File: src/hw/rtl/qcpm_pkg.sv
// Shared types and constants for the quad cascaded PID mixer.
// Used by qcpm_smul and quad_cascaded_pid_mixer; no dependencies.
`default_nettype none

package qcpm_pkg;

    // Gain registers: unsigned Q8.16
    localparam int GAIN_W   = 24;
    // Multiplier operand: signed, wide enough for the rate loop error
    localparam int MUL_OPW  = 34;
    // Full product of unsigned gain by signed operand
    localparam int MUL_PW   = GAIN_W + MUL_OPW;
    // Gain digit consumed per cycle, most significant digit first
    localparam int DIGIT_W  = 8;
    localparam int DIGITS   = GAIN_W / DIGIT_W;
    localparam int DCNT_W   = $clog2(DIGITS);

    typedef struct packed {
        logic                      start;
        logic [GAIN_W-1:0]         gain;
        logic signed [MUL_OPW-1:0] operand;
    } qcpm_mul_req_t;

    typedef struct packed {
        logic                     done;
        logic signed [MUL_PW-1:0] product;
    } qcpm_mul_rsp_t;

endpackage

`default_nettype wire

File: src/hw/rtl/quad_cascaded_pid_mixer.sv
// Quad-X cascaded PID controller top level: sequencer, loop state and motor mixer.
// Depends on qcpm_pkg and qcpm_smul.
//
// Usage:
//  - s_* channel: one transaction per control tick (setpoints, measurements,
//    gyro, altitude, throttle, mode flags). s_ready is high only while the
//    controller is idle, so one tick is in work at a time.
//  - m_* channel: four motor commands per tick, held in an output register;
//    a new tick is taken while the previous result still waits there.
//  - cfg_* channel: gain writes by index, always ready; write only when idle.
// Sequence: 18 gain products run through one 8-bit digit-serial multiplier,
//  then the mixer forms the four motor commands in turn, and the output
//  register takes them and raises m_valid; only then is the next tick taken.
// A stalled receiver holds the result; the next tick finishes its work and
//  waits until the output register is free.
// Reset (aresetn low, synchronous): gains take their defaults, integrators,
//  gyro and altitude history clear, the hold target is recaptured on the next
//  tick with hold enabled, and m_valid drops.
`default_nettype none

module quad_cascaded_pid_mixer (
    input  wire logic               aclk,
    input  wire logic               aresetn,
    // tick input
    input  wire logic               s_valid,
    output logic                    s_ready,
    input  wire logic signed [16:0] s_set_roll,
    input  wire logic signed [16:0] s_set_pitch,
    input  wire logic signed [16:0] s_set_yaw,
    input  wire logic signed [16:0] s_meas_roll,
    input  wire logic signed [16:0] s_meas_pitch,
    input  wire logic signed [16:0] s_meas_yaw,
    input  wire logic signed [15:0] s_gyro_x,
    input  wire logic signed [15:0] s_gyro_y,
    input  wire logic signed [15:0] s_gyro_z,
    input  wire logic signed [23:0] s_altitude,
    input  wire logic signed [16:0] s_base_throttle,
    input  wire logic [1:0]         s_mode_flags,
    // motor output
    output logic                    m_valid,
    input  wire logic               m_ready,
    output logic [15:0]             m_motor_front_a,
    output logic [15:0]             m_motor_rear_a,
    output logic [15:0]             m_motor_rear_b,
    output logic [15:0]             m_motor_front_b,
    // gain writes
    input  wire logic               cfg_valid,
    output logic                    cfg_ready,
    input  wire logic [2:0]         cfg_index,
    input  wire logic [qcpm_pkg::GAIN_W-1:0] cfg_data
);
    import qcpm_pkg::*;

    localparam int ACC_W   = 46;
    localparam int LOOP_W  = 37;
    localparam int MIX_W   = 41;
    localparam int INTEG_W = 14;
    localparam logic signed [ACC_W-1:0] INTEG_LIM = ACC_W'(30 * 256);
    localparam logic signed [ACC_W-1:0] LOOP_SAT  = (ACC_W'(1) <<< 36) - ACC_W'(1);
    localparam logic signed [24:0]      HOLD_LIM  = 25'sd500;

    typedef enum logic [2:0] {
        ST_IDLE, ST_ISSUE, ST_WAIT, ST_MIX, ST_DONE
    } state_t;

    typedef enum logic [4:0] {
        OP_AKP_R, OP_AKI_R, OP_AKD_R,
        OP_AKP_P, OP_AKI_P, OP_AKD_P,
        OP_AKP_Y, OP_AKD_Y,
        OP_RKP_R, OP_RKD_R, OP_RKI_R,
        OP_RKP_P, OP_RKD_P, OP_RKI_P,
        OP_RKP_Y, OP_RKD_Y,
        OP_HKP, OP_HKD
    } op_t;

    typedef enum logic [2:0] {
        CFG_ANGLE_KP, CFG_ANGLE_KI, CFG_ANGLE_KD, CFG_RATE_KP,
        CFG_RATE_KI, CFG_RATE_KD, CFG_HEIGHT_KP, CFG_HEIGHT_KD
    } cfg_idx_t;

    // gains
    logic [GAIN_W-1:0] angle_kp_reg, angle_ki_reg, angle_kd_reg;
    logic [GAIN_W-1:0] rate_kp_reg, rate_ki_reg, rate_kd_reg;
    logic [GAIN_W-1:0] height_kp_reg, height_kd_reg;

    // loop state
    logic signed [INTEG_W-1:0] oir_reg, oip_reg, iir_reg, iip_reg;
    logic signed [15:0]        prev_gx_reg, prev_gy_reg, prev_gz_reg;
    logic signed [23:0]        hold_target_reg, prev_alt_reg;
    logic                      pending_reg;

    // latched tick
    logic signed [17:0] e_roll_reg, e_pitch_reg, e_yaw_reg;
    logic signed [15:0] gx_reg, gy_reg, gz_reg;
    logic signed [16:0] dgx_reg, dgy_reg, dgz_reg;
    logic signed [24:0] herr_reg, dalt_reg;
    logic signed [16:0] thr_reg;
    logic               armed_reg, hact_reg;

    // intermediate loop outputs
    logic signed [ACC_W-1:0]   acc_reg;
    logic signed [MUL_OPW-1:0] o_roll_reg, o_pitch_reg, o_yaw_reg;
    logic signed [LOOP_W-1:0]  r_roll_reg, r_pitch_reg, r_yaw_reg, h_reg;

    // sequencer and output
    state_t      state_reg;
    op_t         op_reg;
    logic [1:0]  mix_idx_reg;
    logic [15:0] mix_res_reg [4];
    logic        m_valid_reg;
    logic [15:0] motor_fa_reg, motor_ra_reg, motor_rb_reg, motor_fb_reg;

    qcpm_mul_req_t mul_req;
    qcpm_mul_rsp_t mul_rsp;

    // gyro counts to deg/s in Q.8: g * 4000 / 256, floored
    function automatic logic signed [19:0] gyro_dps(input logic signed [15:0] g);
        logic signed [27:0] gw;
        logic signed [27:0] x;
        gw = 28'(g);
        x  = (gw <<< 12) - (gw <<< 6) - (gw <<< 5);
        return 20'(x >>> 8);
    endfunction

    // accept-time values
    logic signed [17:0] e_roll_in, e_pitch_in, e_yaw_in;
    logic signed [23:0] tgt_in;
    logic signed [24:0] herr_in;
    logic               inb_in;

    assign e_roll_in  = 18'(s_set_roll)  + 18'(s_meas_roll);
    assign e_pitch_in = 18'(s_set_pitch) + 18'(s_meas_pitch);
    assign e_yaw_in   = 18'(s_set_yaw)   + 18'(s_meas_yaw);
    assign tgt_in     = pending_reg ? s_altitude : hold_target_reg;
    assign herr_in    = 25'(tgt_in) - 25'(s_altitude);
    assign inb_in     = (herr_in <= HOLD_LIM) && (herr_in >= -HOLD_LIM);

    // operation decode
    logic [GAIN_W-1:0]         op_gain;
    logic signed [MUL_OPW-1:0] op_operand;
    logic                      op_sh16, op_first, op_sub, op_integ;
    logic signed [INTEG_W-1:0] integ_cur;

    always_comb begin
        op_gain    = '0;
        op_operand = '0;
        op_sh16    = 1'b1;
        op_first   = 1'b0;
        op_sub     = 1'b0;
        op_integ   = 1'b0;
        integ_cur  = '0;
        unique case (op_reg)
            OP_AKP_R: begin
                op_gain = angle_kp_reg; op_operand = MUL_OPW'(e_roll_reg); op_first = 1'b1;
            end
            OP_AKI_R: begin
                op_gain = angle_ki_reg; op_operand = MUL_OPW'(e_roll_reg);
                op_integ = 1'b1; integ_cur = oir_reg;
            end
            OP_AKD_R: begin
                op_gain = angle_kd_reg; op_operand = MUL_OPW'(gy_reg); op_sh16 = 1'b0;
            end
            OP_AKP_P: begin
                op_gain = angle_kp_reg; op_operand = MUL_OPW'(e_pitch_reg); op_first = 1'b1;
            end
            OP_AKI_P: begin
                op_gain = angle_ki_reg; op_operand = MUL_OPW'(e_pitch_reg);
                op_integ = 1'b1; integ_cur = oip_reg;
            end
            OP_AKD_P: begin
                op_gain = angle_kd_reg; op_operand = MUL_OPW'(gx_reg); op_sh16 = 1'b0;
            end
            OP_AKP_Y: begin
                op_gain = angle_kp_reg; op_operand = MUL_OPW'(e_yaw_reg); op_first = 1'b1;
            end
            OP_AKD_Y: begin
                op_gain = angle_kd_reg; op_operand = MUL_OPW'(gz_reg); op_sh16 = 1'b0;
            end
            OP_RKP_R: begin
                op_gain = rate_kp_reg; op_first = 1'b1;
                op_operand = o_roll_reg + MUL_OPW'(gyro_dps(gy_reg));
            end
            OP_RKD_R: begin
                op_gain = rate_kd_reg; op_operand = MUL_OPW'(dgy_reg); op_sh16 = 1'b0;
            end
            OP_RKI_R: begin
                op_gain = rate_ki_reg; op_integ = 1'b1; integ_cur = iir_reg;
                op_operand = o_roll_reg + MUL_OPW'(gyro_dps(gy_reg));
            end
            OP_RKP_P: begin
                op_gain = rate_kp_reg; op_first = 1'b1;
                op_operand = o_pitch_reg + MUL_OPW'(gyro_dps(gx_reg));
            end
            OP_RKD_P: begin
                op_gain = rate_kd_reg; op_operand = MUL_OPW'(dgx_reg); op_sh16 = 1'b0;
            end
            OP_RKI_P: begin
                op_gain = rate_ki_reg; op_integ = 1'b1; integ_cur = iip_reg;
                op_operand = o_pitch_reg + MUL_OPW'(gyro_dps(gx_reg));
            end
            OP_RKP_Y: begin
                op_gain = rate_kp_reg; op_first = 1'b1;
                op_operand = o_yaw_reg + MUL_OPW'(gyro_dps(gz_reg));
            end
            OP_RKD_Y: begin
                op_gain = rate_kd_reg; op_operand = MUL_OPW'(dgz_reg); op_sh16 = 1'b0;
            end
            OP_HKP: begin
                op_gain = height_kp_reg; op_operand = MUL_OPW'(herr_reg);
                op_sh16 = 1'b0; op_first = 1'b1;
            end
            OP_HKD: begin
                op_gain = height_kd_reg; op_operand = MUL_OPW'(dalt_reg);
                op_sh16 = 1'b0; op_sub = 1'b1;
            end
            default: ;
        endcase
    end

    assign mul_req.start   = (state_reg == ST_ISSUE);
    assign mul_req.gain    = op_gain;
    assign mul_req.operand = op_operand;

    qcpm_smul u_smul (
        .aclk    (aclk),
        .aresetn (aresetn),
        .req     (mul_req),
        .rsp     (mul_rsp)
    );

    // floor-scale the product and fold it into the running loop sum
    logic signed [MUL_PW-1:0]  psh;
    logic signed [ACC_W-1:0]   term_p, integ_sum, term, acc_sum;
    logic signed [INTEG_W-1:0] integ_new;
    logic signed [LOOP_W-1:0]  acc_sat;

    assign psh       = op_sh16 ? (mul_rsp.product >>> 16) : (mul_rsp.product >>> 8);
    assign term_p    = psh[ACC_W-1:0];
    assign integ_sum = ACC_W'(integ_cur) + term_p;

    always_comb begin
        if (integ_sum > INTEG_LIM) begin
            integ_new = INTEG_W'(INTEG_LIM);
        end else if (integ_sum < -INTEG_LIM) begin
            integ_new = INTEG_W'(-INTEG_LIM);
        end else begin
            integ_new = integ_sum[INTEG_W-1:0];
        end
    end

    assign term    = op_integ ? ACC_W'(integ_new) : (op_sub ? -term_p : term_p);
    assign acc_sum = (op_first ? '0 : acc_reg) + term;

    always_comb begin
        if (acc_sum > LOOP_SAT) begin
            acc_sat = LOOP_W'(LOOP_SAT);
        end else if (acc_sum < -LOOP_SAT) begin
            acc_sat = LOOP_W'(-LOOP_SAT);
        end else begin
            acc_sat = acc_sum[LOOP_W-1:0];
        end
    end

    // quad-X mixer, one motor per cycle
    logic signed [MIX_W-1:0] mix_t, mix_r, mix_p, mix_y, mix_sum;
    logic [15:0]             mix_motor;

    assign mix_t = (MIX_W'(thr_reg) <<< 8) + (hact_reg ? MIX_W'(h_reg) : '0);
    assign mix_r = MIX_W'(r_roll_reg);
    assign mix_p = MIX_W'(r_pitch_reg);
    assign mix_y = MIX_W'(r_yaw_reg);

    always_comb begin
        case (mix_idx_reg)
            2'd0:    mix_sum = mix_t - mix_r - mix_p - mix_y;
            2'd1:    mix_sum = mix_t - mix_r + mix_p + mix_y;
            2'd2:    mix_sum = mix_t + mix_r + mix_p - mix_y;
            default: mix_sum = mix_t + mix_r - mix_p + mix_y;
        endcase
        if (!armed_reg || mix_sum < 0) begin
            mix_motor = '0;
        end else if (|mix_sum[MIX_W-1:24]) begin
            mix_motor = 16'hFFFF;
        end else begin
            mix_motor = mix_sum[23:8];
        end
    end

    // sequencer, loop state and output register
    always_ff @(posedge aclk) begin
        if (!aresetn) begin
            state_reg       <= ST_IDLE;
            op_reg          <= OP_AKP_R;
            mix_idx_reg     <= '0;
            m_valid_reg     <= 1'b0;
            angle_kp_reg    <= GAIN_W'(524288);
            angle_ki_reg    <= GAIN_W'(66);
            angle_kd_reg    <= '0;
            rate_kp_reg     <= GAIN_W'(131072);
            rate_ki_reg     <= GAIN_W'(66);
            rate_kd_reg     <= GAIN_W'(13107);
            height_kp_reg   <= GAIN_W'(131072);
            height_kd_reg   <= GAIN_W'(65536);
            oir_reg         <= '0;
            oip_reg         <= '0;
            iir_reg         <= '0;
            iip_reg         <= '0;
            prev_gx_reg     <= '0;
            prev_gy_reg     <= '0;
            prev_gz_reg     <= '0;
            hold_target_reg <= '0;
            prev_alt_reg    <= '0;
            pending_reg     <= 1'b1;
        end else begin
            // gain writes
            if (cfg_valid) begin
                unique case (cfg_idx_t'(cfg_index))
                    CFG_ANGLE_KP:  angle_kp_reg  <= cfg_data;
                    CFG_ANGLE_KI:  angle_ki_reg  <= cfg_data;
                    CFG_ANGLE_KD:  angle_kd_reg  <= cfg_data;
                    CFG_RATE_KP:   rate_kp_reg   <= cfg_data;
                    CFG_RATE_KI:   rate_ki_reg   <= cfg_data;
                    CFG_RATE_KD:   rate_kd_reg   <= cfg_data;
                    CFG_HEIGHT_KP: height_kp_reg <= cfg_data;
                    CFG_HEIGHT_KD: height_kd_reg <= cfg_data;
                    default: ;
                endcase
            end

            if (m_valid_reg && m_ready) begin
                m_valid_reg <= 1'b0;
            end

            unique case (state_reg)
                ST_IDLE: begin
                    if (s_valid) begin
                        e_roll_reg  <= e_roll_in;
                        e_pitch_reg <= e_pitch_in;
                        e_yaw_reg   <= e_yaw_in;
                        gx_reg      <= s_gyro_x;
                        gy_reg      <= s_gyro_y;
                        gz_reg      <= s_gyro_z;
                        dgx_reg     <= 17'(s_gyro_x) - 17'(prev_gx_reg);
                        dgy_reg     <= 17'(s_gyro_y) - 17'(prev_gy_reg);
                        dgz_reg     <= 17'(s_gyro_z) - 17'(prev_gz_reg);
                        prev_gx_reg <= s_gyro_x;
                        prev_gy_reg <= s_gyro_y;
                        prev_gz_reg <= s_gyro_z;
                        thr_reg     <= s_base_throttle;
                        armed_reg   <= s_mode_flags[0];
                        herr_reg    <= herr_in;
                        dalt_reg    <= 25'(s_altitude) - 25'(prev_alt_reg);
                        // altitude hold target capture
                        if (s_mode_flags[1]) begin
                            hold_target_reg <= tgt_in;
                            pending_reg     <= 1'b0;
                            hact_reg        <= inb_in;
                            if (inb_in) begin
                                prev_alt_reg <= s_altitude;
                            end
                        end else begin
                            pending_reg <= 1'b1;
                            hact_reg    <= 1'b0;
                        end
                        op_reg    <= OP_AKP_R;
                        state_reg <= ST_ISSUE;
                    end
                end
                ST_ISSUE: begin
                    state_reg <= ST_WAIT;
                end
                ST_WAIT: begin
                    if (mul_rsp.done) begin
                        acc_reg <= acc_sum;
                        case (op_reg)
                            OP_AKI_R: oir_reg     <= integ_new;
                            OP_AKI_P: oip_reg     <= integ_new;
                            OP_RKI_R: begin
                                iir_reg    <= integ_new;
                                r_roll_reg <= acc_sat;
                            end
                            OP_RKI_P: begin
                                iip_reg     <= integ_new;
                                r_pitch_reg <= acc_sat;
                            end
                            OP_AKD_R: o_roll_reg  <= acc_sum[MUL_OPW-1:0];
                            OP_AKD_P: o_pitch_reg <= acc_sum[MUL_OPW-1:0];
                            OP_AKD_Y: o_yaw_reg   <= acc_sum[MUL_OPW-1:0];
                            OP_RKD_Y: r_yaw_reg   <= acc_sat;
                            OP_HKD:   h_reg       <= acc_sat;
                            default: ;
                        endcase
                        if (op_reg == OP_HKD) begin
                            mix_idx_reg <= '0;
                            state_reg   <= ST_MIX;
                        end else begin
                            op_reg    <= op_t'(op_reg + 5'd1);
                            state_reg <= ST_ISSUE;
                        end
                    end
                end
                ST_MIX: begin
                    mix_res_reg[mix_idx_reg] <= mix_motor;
                    mix_idx_reg              <= mix_idx_reg + 2'd1;
                    if (mix_idx_reg == 2'd3) begin
                        state_reg <= ST_DONE;
                    end
                end
                ST_DONE: begin
                    if (!m_valid_reg || m_ready) begin
                        motor_fa_reg <= mix_res_reg[0];
                        motor_ra_reg <= mix_res_reg[1];
                        motor_rb_reg <= mix_res_reg[2];
                        motor_fb_reg <= mix_res_reg[3];
                        m_valid_reg  <= 1'b1;
                        state_reg    <= ST_IDLE;
                    end
                end
                default: state_reg <= ST_IDLE;
            endcase
        end
    end

    assign s_ready         = (state_reg == ST_IDLE);
    assign cfg_ready       = 1'b1;
    assign m_valid         = m_valid_reg;
    assign m_motor_front_a = motor_fa_reg;
    assign m_motor_rear_a  = motor_ra_reg;
    assign m_motor_rear_b  = motor_rb_reg;
    assign m_motor_front_b = motor_fb_reg;

`ifndef ASSERT_OFF
    // one tick in flight: an accepted transaction closes the input
    a_single_tick: assert property (@(posedge aclk) disable iff (!aresetn)
        s_valid && s_ready |=> !s_ready)
        else $error("input accepted while a tick is in work");

    // multiplier results only arrive while the sequencer waits for them
    a_mul_done_wait: assert property (@(posedge aclk) disable iff (!aresetn)
        mul_rsp.done |-> state_reg == ST_WAIT)
        else $error("multiplier result outside wait state");

    // the roll angle and pitch rate integrators stay inside their clamp
    a_integ_bound: assert property (@(posedge aclk) disable iff (!aresetn)
        ACC_W'(oir_reg) <= INTEG_LIM && ACC_W'(oir_reg) >= -INTEG_LIM &&
        ACC_W'(iip_reg) <= INTEG_LIM && ACC_W'(iip_reg) >= -INTEG_LIM)
        else $error("integrator outside clamp");

    // a disarmed tick gives all-zero motors
    a_disarmed_zero: assert property (@(posedge aclk) disable iff (!aresetn)
        state_reg == ST_DONE && !armed_reg && (!m_valid_reg || m_ready) |=>
        m_motor_front_a == '0 && m_motor_rear_a == '0 &&
        m_motor_rear_b == '0 && m_motor_front_b == '0)
        else $error("motor command while disarmed");
`endif

endmodule

`default_nettype wire

File: src/hw/rtl/qcpm_smul.sv
// Digit-serial multiplier: unsigned gain times signed operand, one gain digit per cycle.
// Depends on qcpm_pkg.
`default_nettype none

module qcpm_smul (
    input  wire logic                   aclk,
    input  wire logic                   aresetn,
    input  wire qcpm_pkg::qcpm_mul_req_t req,
    output qcpm_pkg::qcpm_mul_rsp_t      rsp
);
    import qcpm_pkg::*;

    logic [GAIN_W-1:0]           gain_sr_reg;
    logic signed [MUL_OPW-1:0]   opnd_reg;
    logic signed [MUL_PW-1:0]    acc_reg;
    logic [DCNT_W-1:0]           cnt_reg;
    logic                        busy_reg;
    logic                        done_reg;
    logic [DIGIT_W-1:0]          digit;
    logic signed [MUL_OPW+DIGIT_W:0] pp;

    // top digit of the gain shift register times the operand
    assign digit = gain_sr_reg[GAIN_W-1 -: DIGIT_W];
    assign pp    = opnd_reg * $signed({1'b0, digit});

    // shift-and-add, MSB digit first
    always_ff @(posedge aclk) begin
        if (!aresetn) begin
            busy_reg <= 1'b0;
            done_reg <= 1'b0;
            cnt_reg  <= '0;
        end else begin
            done_reg <= 1'b0;
            if (req.start) begin
                gain_sr_reg <= req.gain;
                opnd_reg    <= req.operand;
                acc_reg     <= '0;
                cnt_reg     <= DCNT_W'(DIGITS - 1);
                busy_reg    <= 1'b1;
            end else if (busy_reg) begin
                acc_reg     <= (acc_reg <<< DIGIT_W) + MUL_PW'(pp);
                gain_sr_reg <= gain_sr_reg << DIGIT_W;
                if (cnt_reg == '0) begin
                    busy_reg <= 1'b0;
                    done_reg <= 1'b1;
                end else begin
                    cnt_reg <= cnt_reg - 1'b1;
                end
            end
        end
    end

    assign rsp.done    = done_reg;
    assign rsp.product = acc_reg;

endmodule

`default_nettype wire

File: config.mk
export PLATFORM = sky130hd
export DESIGN_NAME = quad_cascaded_pid_mixer
export DESIGN_NICKNAME = d
export VERILOG_FILES = /design/src/hw/rtl/qcpm_pkg.sv /design/src/hw/rtl/quad_cascaded_pid_mixer.sv /design/src/hw/rtl/qcpm_smul.sv
export SDC_FILE = /design/constraint.sdc
export NUM_CORES = 2
export LEC_CHECK = 0
export BUFFER_PORTS_ARGS = -buffer_cell sky130_fd_sc_hd__buf_2
export CAP_MARGIN = 20
export CORE_MARGIN = 1
export CORE_UTILIZATION = 58
export DETAILED_ROUTE_END_ITERATION = 7
export GPL_TIMING_DRIVEN = 0
export HOLD_SLACK_MARGIN = 0.02
export PLACE_DENSITY_LB_ADDON = 0.12
export SYNTH_ARGS = -nofsm -noshare
export SYNTH_HDL_FRONTEND = slang
export SYNTH_SLANG_ARGS = --single-unit
export TNS_END_PERCENT = 30
File: constraint.sdc
create_clock -name aclk -period 12.4 [get_ports aclk]
set_clock_uncertainty 0.15 [all_clocks]
set_input_delay 1.24 -clock aclk [delete_from_list [all_inputs] [get_ports aclk]]
set_output_delay 1.24 -clock aclk [all_outputs]
set_load 0.005 [all_outputs]
# Yosys cells after proc, flatten, opt, wreduce, memory -nomap -nowiden
# Memories as Yosys holds them, arrays and structs flattened. A register that Yosys moved wholly into a read port is not among the register bits.
# Cells that the tools add are included.
# totals
mem_count	1
ram_bits	64
romBits	0
latchBits	0
output_inout_bits	67
word_cells	247
ff_bits	994
# classes
div	0
n_lt_le_gt_ge	7
shifts	0
n_eq_ne	38
n_reduce_logical	62
mux	49
bitwise_logic	3
n_addsub	35
mul	1
# mem_list
name	words	word_bits	rd	rd_clocked_by_memory_dff	write_ports	line	text
mix_res_reg	4	16	4	4	1	quad_cascaded_pid_mixer.sv:109	logic [15:0] mix_res_reg [4];
# ops
op	n
34-bit one-hot mux with 14 select lines	1
41-bit by 37-bit adder with 41-bit output	5
41-bit by 37-bit subtractor with 41-bit output	5
24-bit one-hot mux with 8 select lines	1
46-bit 2-to-1 mux	4
41-bit one-hot mux with 3 select lines	1
34-bit by 20-bit adder with 34-bit output	3
28-bit by 21-bit subtractor with 28-bit output	3
28-bit by 22-bit subtractor with 28-bit output	3
37-bit 2-to-1 mux	2
24-bit 2-to-1 mux	3
58-bit by 43-bit adder with 58-bit output	1
58-bit 2-to-1 mux	1
14-bit one-hot mux with 4 select lines	1
17-bit by 17-bit adder with 18-bit output	3
16-bit by 16-bit subtractor with 17-bit output	3
24-bit by 24-bit subtractor with 25-bit output	2
14-bit by 46-bit adder with 46-bit output	1
46-bit adder	1
46-bit by 14-bit greater-than comparator with 1-bit output (second input constant)	1
46-bit by 37-bit greater-than comparator with 1-bit output (second input constant)	1
46-bit by 14-bit < comparator with 1-bit output (second input constant)	1
46-bit by 37-bit < comparator with 1-bit output (second input constant)	1
46-bit negator	1
other kinds (47)	146

# Depth between registers and ports, before layout
# depth
word_depth	12
ltp_mapped	56

# Cells and area by module
# From an unflattened synthesis, not the netlist that was laid out.
# hier_totals
cells_unflattened	10027
area_unflattened_um2	92533.7
# by_module_without_submodules
module	instances	seq_area_each_um2	cells_each	area_per_inst_um2
quad_cascaded_pid_mixer	1	26525.4	8424	76661.0
qcpm_smul	1	3563.4	1603	15872.7

# Least setup slack after synthesis
# Ideal clock, no wire load.
# synth_timing
path_type	register to register
from	reg op_reg[2]
to	reg h_reg[10] (data pin)
synth_period_minus_slack_ns	12.668
setup_time_ns	0.292
path_stages_with_launch	54
path_slack_ns	-0.268
n_path_buf	13
arrival_ns	12.226
cell_sequence	dfxtp_1 -> buf_2 -> clkbuf_1 -> and3_1 -> ha_1 -> buf_1 -> inv_1 -> o311a_1 -> o21ai_4 -> buf_6 -> buf_6 -> buf_4 -> buf_4 -> clkbuf_1 -> clkbuf_1 -> clkbuf_1 -> mux2i_1 -> inv_1 -> (+18 left out) -> o22ai_1 -> ha_1 -> nor2b_1 -> o21ai_0 -> a21boi_0 -> o21ai_0 -> o21ai_0 -> o41ai_1 -> o2111a_1 -> o31ai_1 -> o31ai_1 -> o21bai_1 -> xor2_1 -> or3_1 -> nor4_1 -> a31o_2 -> clkbuf_1 -> o21ai_0
# synth_via
elab_chain_len	12
# synth_lines
item	line	text
start: declaration	quad_cascaded_pid_mixer.sv:107	op_t op_reg;
start signal: assignment	quad_cascaded_pid_mixer.sv:397	op_reg <= op_t'(op_reg + 5'd1);
5-bit equality test (tied with other cells)	quad_cascaded_pid_mixer.sv:152	unique case (op_reg)
8-bit OR reduction (no line)	n/a	
46-bit 2-to-1 mux	quad_cascaded_pid_mixer.sv:237	assign psh = op_sh16 ? (mul_rsp.product >>> 16) : (mul_rsp.product >>> 8);
14-bit by 46-bit adder with 46-bit output	quad_cascaded_pid_mixer.sv:239	assign integ_sum = ACC_W'(integ_cur) + term_p;
46-bit by 14-bit < comparator with 1-bit output	quad_cascaded_pid_mixer.sv:244	end else if (integ_sum < -INTEG_LIM) begin
14-bit 2-to-1 mux	quad_cascaded_pid_mixer.sv:244	
14-bit 2-to-1 mux	quad_cascaded_pid_mixer.sv:242	if (integ_sum > INTEG_LIM) begin
46-bit 2-to-1 mux	quad_cascaded_pid_mixer.sv:251	assign term = op_integ ? ACC_W'(integ_new) : (op_sub ? -term_p : term_p);
46-bit adder *	quad_cascaded_pid_mixer.sv:252	assign acc_sum = (op_first ? '0 : acc_reg) + term;
named net acc_sum[40]	quad_cascaded_pid_mixer.sv:233	logic signed [ACC_W-1:0] term_p, integ_sum, term, acc_sum;
46-bit by 37-bit < comparator with 1-bit output	quad_cascaded_pid_mixer.sv:257	end else if (acc_sum < -LOOP_SAT) begin
37-bit 2-to-1 mux	quad_cascaded_pid_mixer.sv:257	
37-bit 2-to-1 mux *	quad_cascaded_pid_mixer.sv:255	if (acc_sum > LOOP_SAT) begin
named net acc_sat[10]	quad_cascaded_pid_mixer.sv:235	logic signed [LOOP_W-1:0] acc_sat;
end signal: assignment	quad_cascaded_pid_mixer.sv:390	OP_HKD: h_reg <= acc_sat;
end: declaration	quad_cascaded_pid_mixer.sv:103	logic signed [LOOP_W-1:0] r_roll_reg, r_pitch_reg, r_yaw_reg, h_reg;
# Mark *: on every way through the listed nets, which the timed path passes. The rest lies on a longest branch.
# A chain may end at the register's enable or synchronous reset.

# Worst setup path in the final report
# layout_timing
from	reg op_reg[0]
to	reg h_reg[14] (data pin)
# Same word-level chain as after synthesis.

==> flow_summary.ini <==
[synthesis]
synth-edff-count = 762
syn_area_um2 = 91400
syn-num-nets = 11300
synth_area_leaders = edfxtp_1 25%, ha_1 11%, fa_1 10%
async_flop_share_pct = 0
ys_types = 112
synth_ff_type = edfxtp_1
yosys.area.top_type = edfxtp_1
postSynthAreaPerCell_um2 = 9.34
yosysWarnings = 0
yosysTopAreaCellShare_pct = 25.0
syn-instance-count = 9786
ys_ff_latch = 1122
ys_seq_area_share_pct = 32.9

[worst_setup_path]
crit_arrival_ns = 12.56
crit_path_start = op_reg[0]
critPathCaptureType = register
max_stage_delay_ns = 0.52
r2r_cells = 52
crit_fanout = 23
worstReg2RegStart = op_reg[0]
crit_required_ns = 12.78
r2r_slack_ns = 0.22
worst_setup_path_start_kind = register
path_class = register to register
reg2reg_to = h_reg[14]
crit_end = h_reg[14]
crit_slowest_cell = or4_1
cpMostUsedCell = clkbuf_4

[sta]
period_share_pct = 98.2
slew_viol_final = 0
setup_viol = 0
hold_violations = 0
period_needed_ns = 12.18
slew-limit-headroom_pct = 17.6
worst_pin_slew_ns = 1.24
worst_hold_slack_ns = 0.265
fmax_ghz = 0.0821
finalSetupTns_ns = 0

[clocking]
clk_pin_slew_ns = 0.07
clockBufferDepth = 3
cts_hold_buf = 0
cts_tree = yes
cts.sinks = 1122
root_buffer = clkbuf_16
clkLatencyLatePin_ns = 0.81
h-tree-depth = 4
cts_buffers = 130

[route]
wl_met2_um = 135000
topRoutingLayerUsed = met5
drc = 3
drt_wl_total_um = 296000
routedWlPerCell_um = 23.8
met1Wirelength_um = 120000
wl_met3_um = 24400
antenna_left = 0
drt_iter0_drc = 7706
vias_per_cell = 6.17
drt_first_pass_iters = 8
vias = 76800

[flow_run]
cap_violations = 0

[floorplan]
fp-row-count = 145
start_util_pct = 58.4
core_um2 = 156000
die_w_um = 399
die_y_um = 399
dieArea_um2 = 159000
io_pins = 292

[finish]
final_area_um2 = 102000
fin_nets = 11800
drive_above_1_share_pct = 9.00
largest_reg_flops = 64
fin_util_pct = 65.4
synthToLayoutAreaGrowth_pct = 11.9

[pwr]
ir_drop_mv = 0.138
power_uw = 15700
power.leakage_uw = 0.0429
cellPowerDensity_nw_per_um2 = 154

[run_status]
violations = DRC
outcome = complete, but fails checks

[grt]
grt_pass1_wl_um = 442000
antenna_found_initial = 14
overflow = 0
grt_max_degree = 70
grt_use_total_pct = 36.6
grt_pass1_vias = 74400

[placed_design]
numPortBuffers = 263
hpwl_um = 235000
placed_area_um2 = 96100
routabilityCongestion = 0.995

[min_path]
hp-class = register to register
-- worst min-delay path by stage --
stage                       startpoint             endpoint  slack [ns]  cells after the start
floorplan            mix_res_reg[0][0]   m_motor_front_a[0]        0.25                      0
global placement     mix_res_reg[1][2]    m_motor_rear_a[2]        0.25                      0
detailed placement  mix_res_reg[3][13]  m_motor_front_b[13]        0.25                      0
CTS                  mix_res_reg[0][9]   m_motor_front_a[9]        0.27                      0
global route         mix_res_reg[3][9]   m_motor_front_b[9]        0.27                      0
finish               mix_res_reg[3][9]   m_motor_front_b[9]        0.27                      0
-- area by class of cell --
class	instances	area, um2
inverters	969	3640
multi-input cells	7345	57400
diodes	9	22.5
repair buffers	370	2510
clock inverters	69	785
flip-flops and latches	1122	30100
well taps	2058	2570
plain buffers	340	1570
clock buffers	173	3610
fillers	12800	54200
-- timing repair --
action	in CTS	in global routing
hold endpoints to repair	0	0
setup buffers	31	28
gates resized for setup	223	102
pin swaps	29	43
setup endpoints to repair	349	208
-- placed cells by master, fill, tap and decap left out, types with 70 or more instances in the layout --
| master | instances |
|---|---|
| o21a_1 | 107 |
| xor2_1 | 171 |
| edfxtp_1 | 762 |
| a21oi_1 | 479 |
| clkbuf_1 | 300 |
| fa_1 | 458 |
| and2_1 | 313 |
| mux2i_1 | 108 |
| dfxtp_1 | 356 |
| xnor2_1 | 344 |
| inv_1 | 955 |
| o21bai_1 | 79 |
| nand2_1 | 1072 |
| a21o_1 | 238 |
| nor2b_1 | 120 |
| clkbuf_16 | 133 |
| a21boi_0 | 310 |
| nor3_1 | 176 |
| nor2_1 | 578 |
| buf_4 | 70 |
| ha_1 | 788 |
| nand3_1 | 205 |
| buf_2 | 276 |
| o31ai_1 | 72 |
| o21ai_0 | 409 |
| nand2b_1 | 105 |
-- synthesized netlist by cell type (all sizes together) (17+ instances only) --
cell / number
nand2: 1074
inv: 968
ha: 797
edfxtp: 762
nor2: 587
a21oi: 495
o21ai: 463
fa: 460
dfxtp: 360
xnor2: 355
and2: 315
a21boi: 313
clkbuf: 304
a21o: 238
nand3: 205
nor3: 187
xor2: 176
nor2b: 120
mux2i: 117
o21a: 108
nand2b: 105
o31ai: 82
o21bai: 80
a31oi: 71
and3: 67
a221oi: 66
a222oi: 63
nand4: 57
a211oi: 54
a22o: 54
or3: 52
o211ai: 50
a22oi: 49
nor4: 47
buf: 46
mux2: 37
or2: 31
nor3b: 23
a221o: 22
a2111oi: 21
o22ai: 20
a31o: 19
and4: 18
a211o: 17
-- cells by family (layout without fill, tap and decap cells) --
group           count (synthesis)  count (layout)  synth area share (%)
buf+inv                      1319            1921                  5.55
simple gates                 2945            2945                  15.3
fa+ha+maj                    1261            1261                  21.0
other cells                     1              10               0.00410
xor+xnor                      532             532                  5.11
compound gates               2452            2452                  18.3
mux                           154             154                  1.75
flops                        1122            1122                  32.9
-- critical path, delay by kind of cell (launching register included) --
kind            cells  cell delay [ns]
buf+inv            15             2.94
fa+ha+maj           5             1.42
flops               1             0.38
compound gates     17             3.43
xor+xnor            2             0.29
simple gates       13             3.25
-- power breakdown --
| part | switching [uW] | internal (uW) |
|---|---|---|
| combinational | 4360 | 2780 |
| clock | 1760 | 2170 |
| sequential | 188 | 4460 |
| total | 6320 | 9410 |
-- stage by stage --
step,worst slack (ns),cells
global placement,-6.02,12100
floorplan,0.0221,9786
CTS,0.00445,12400
detailed placement,-5.00,12200
global route,-0.0945,12400
finish,0.217,12500
-- layer usage --
| layer | vias up | track usage (%) |
|---|---|---|
| met5 | - | 0 |
| met4 | 18 | 18.0 |
| met3 | 691 | 6.11 |
| met2 | 3272 | 58.7 |
| met1 | 37400 | 47.9 |
| li1 | 35500 | - |
Power figures use the tool's default switching activity.
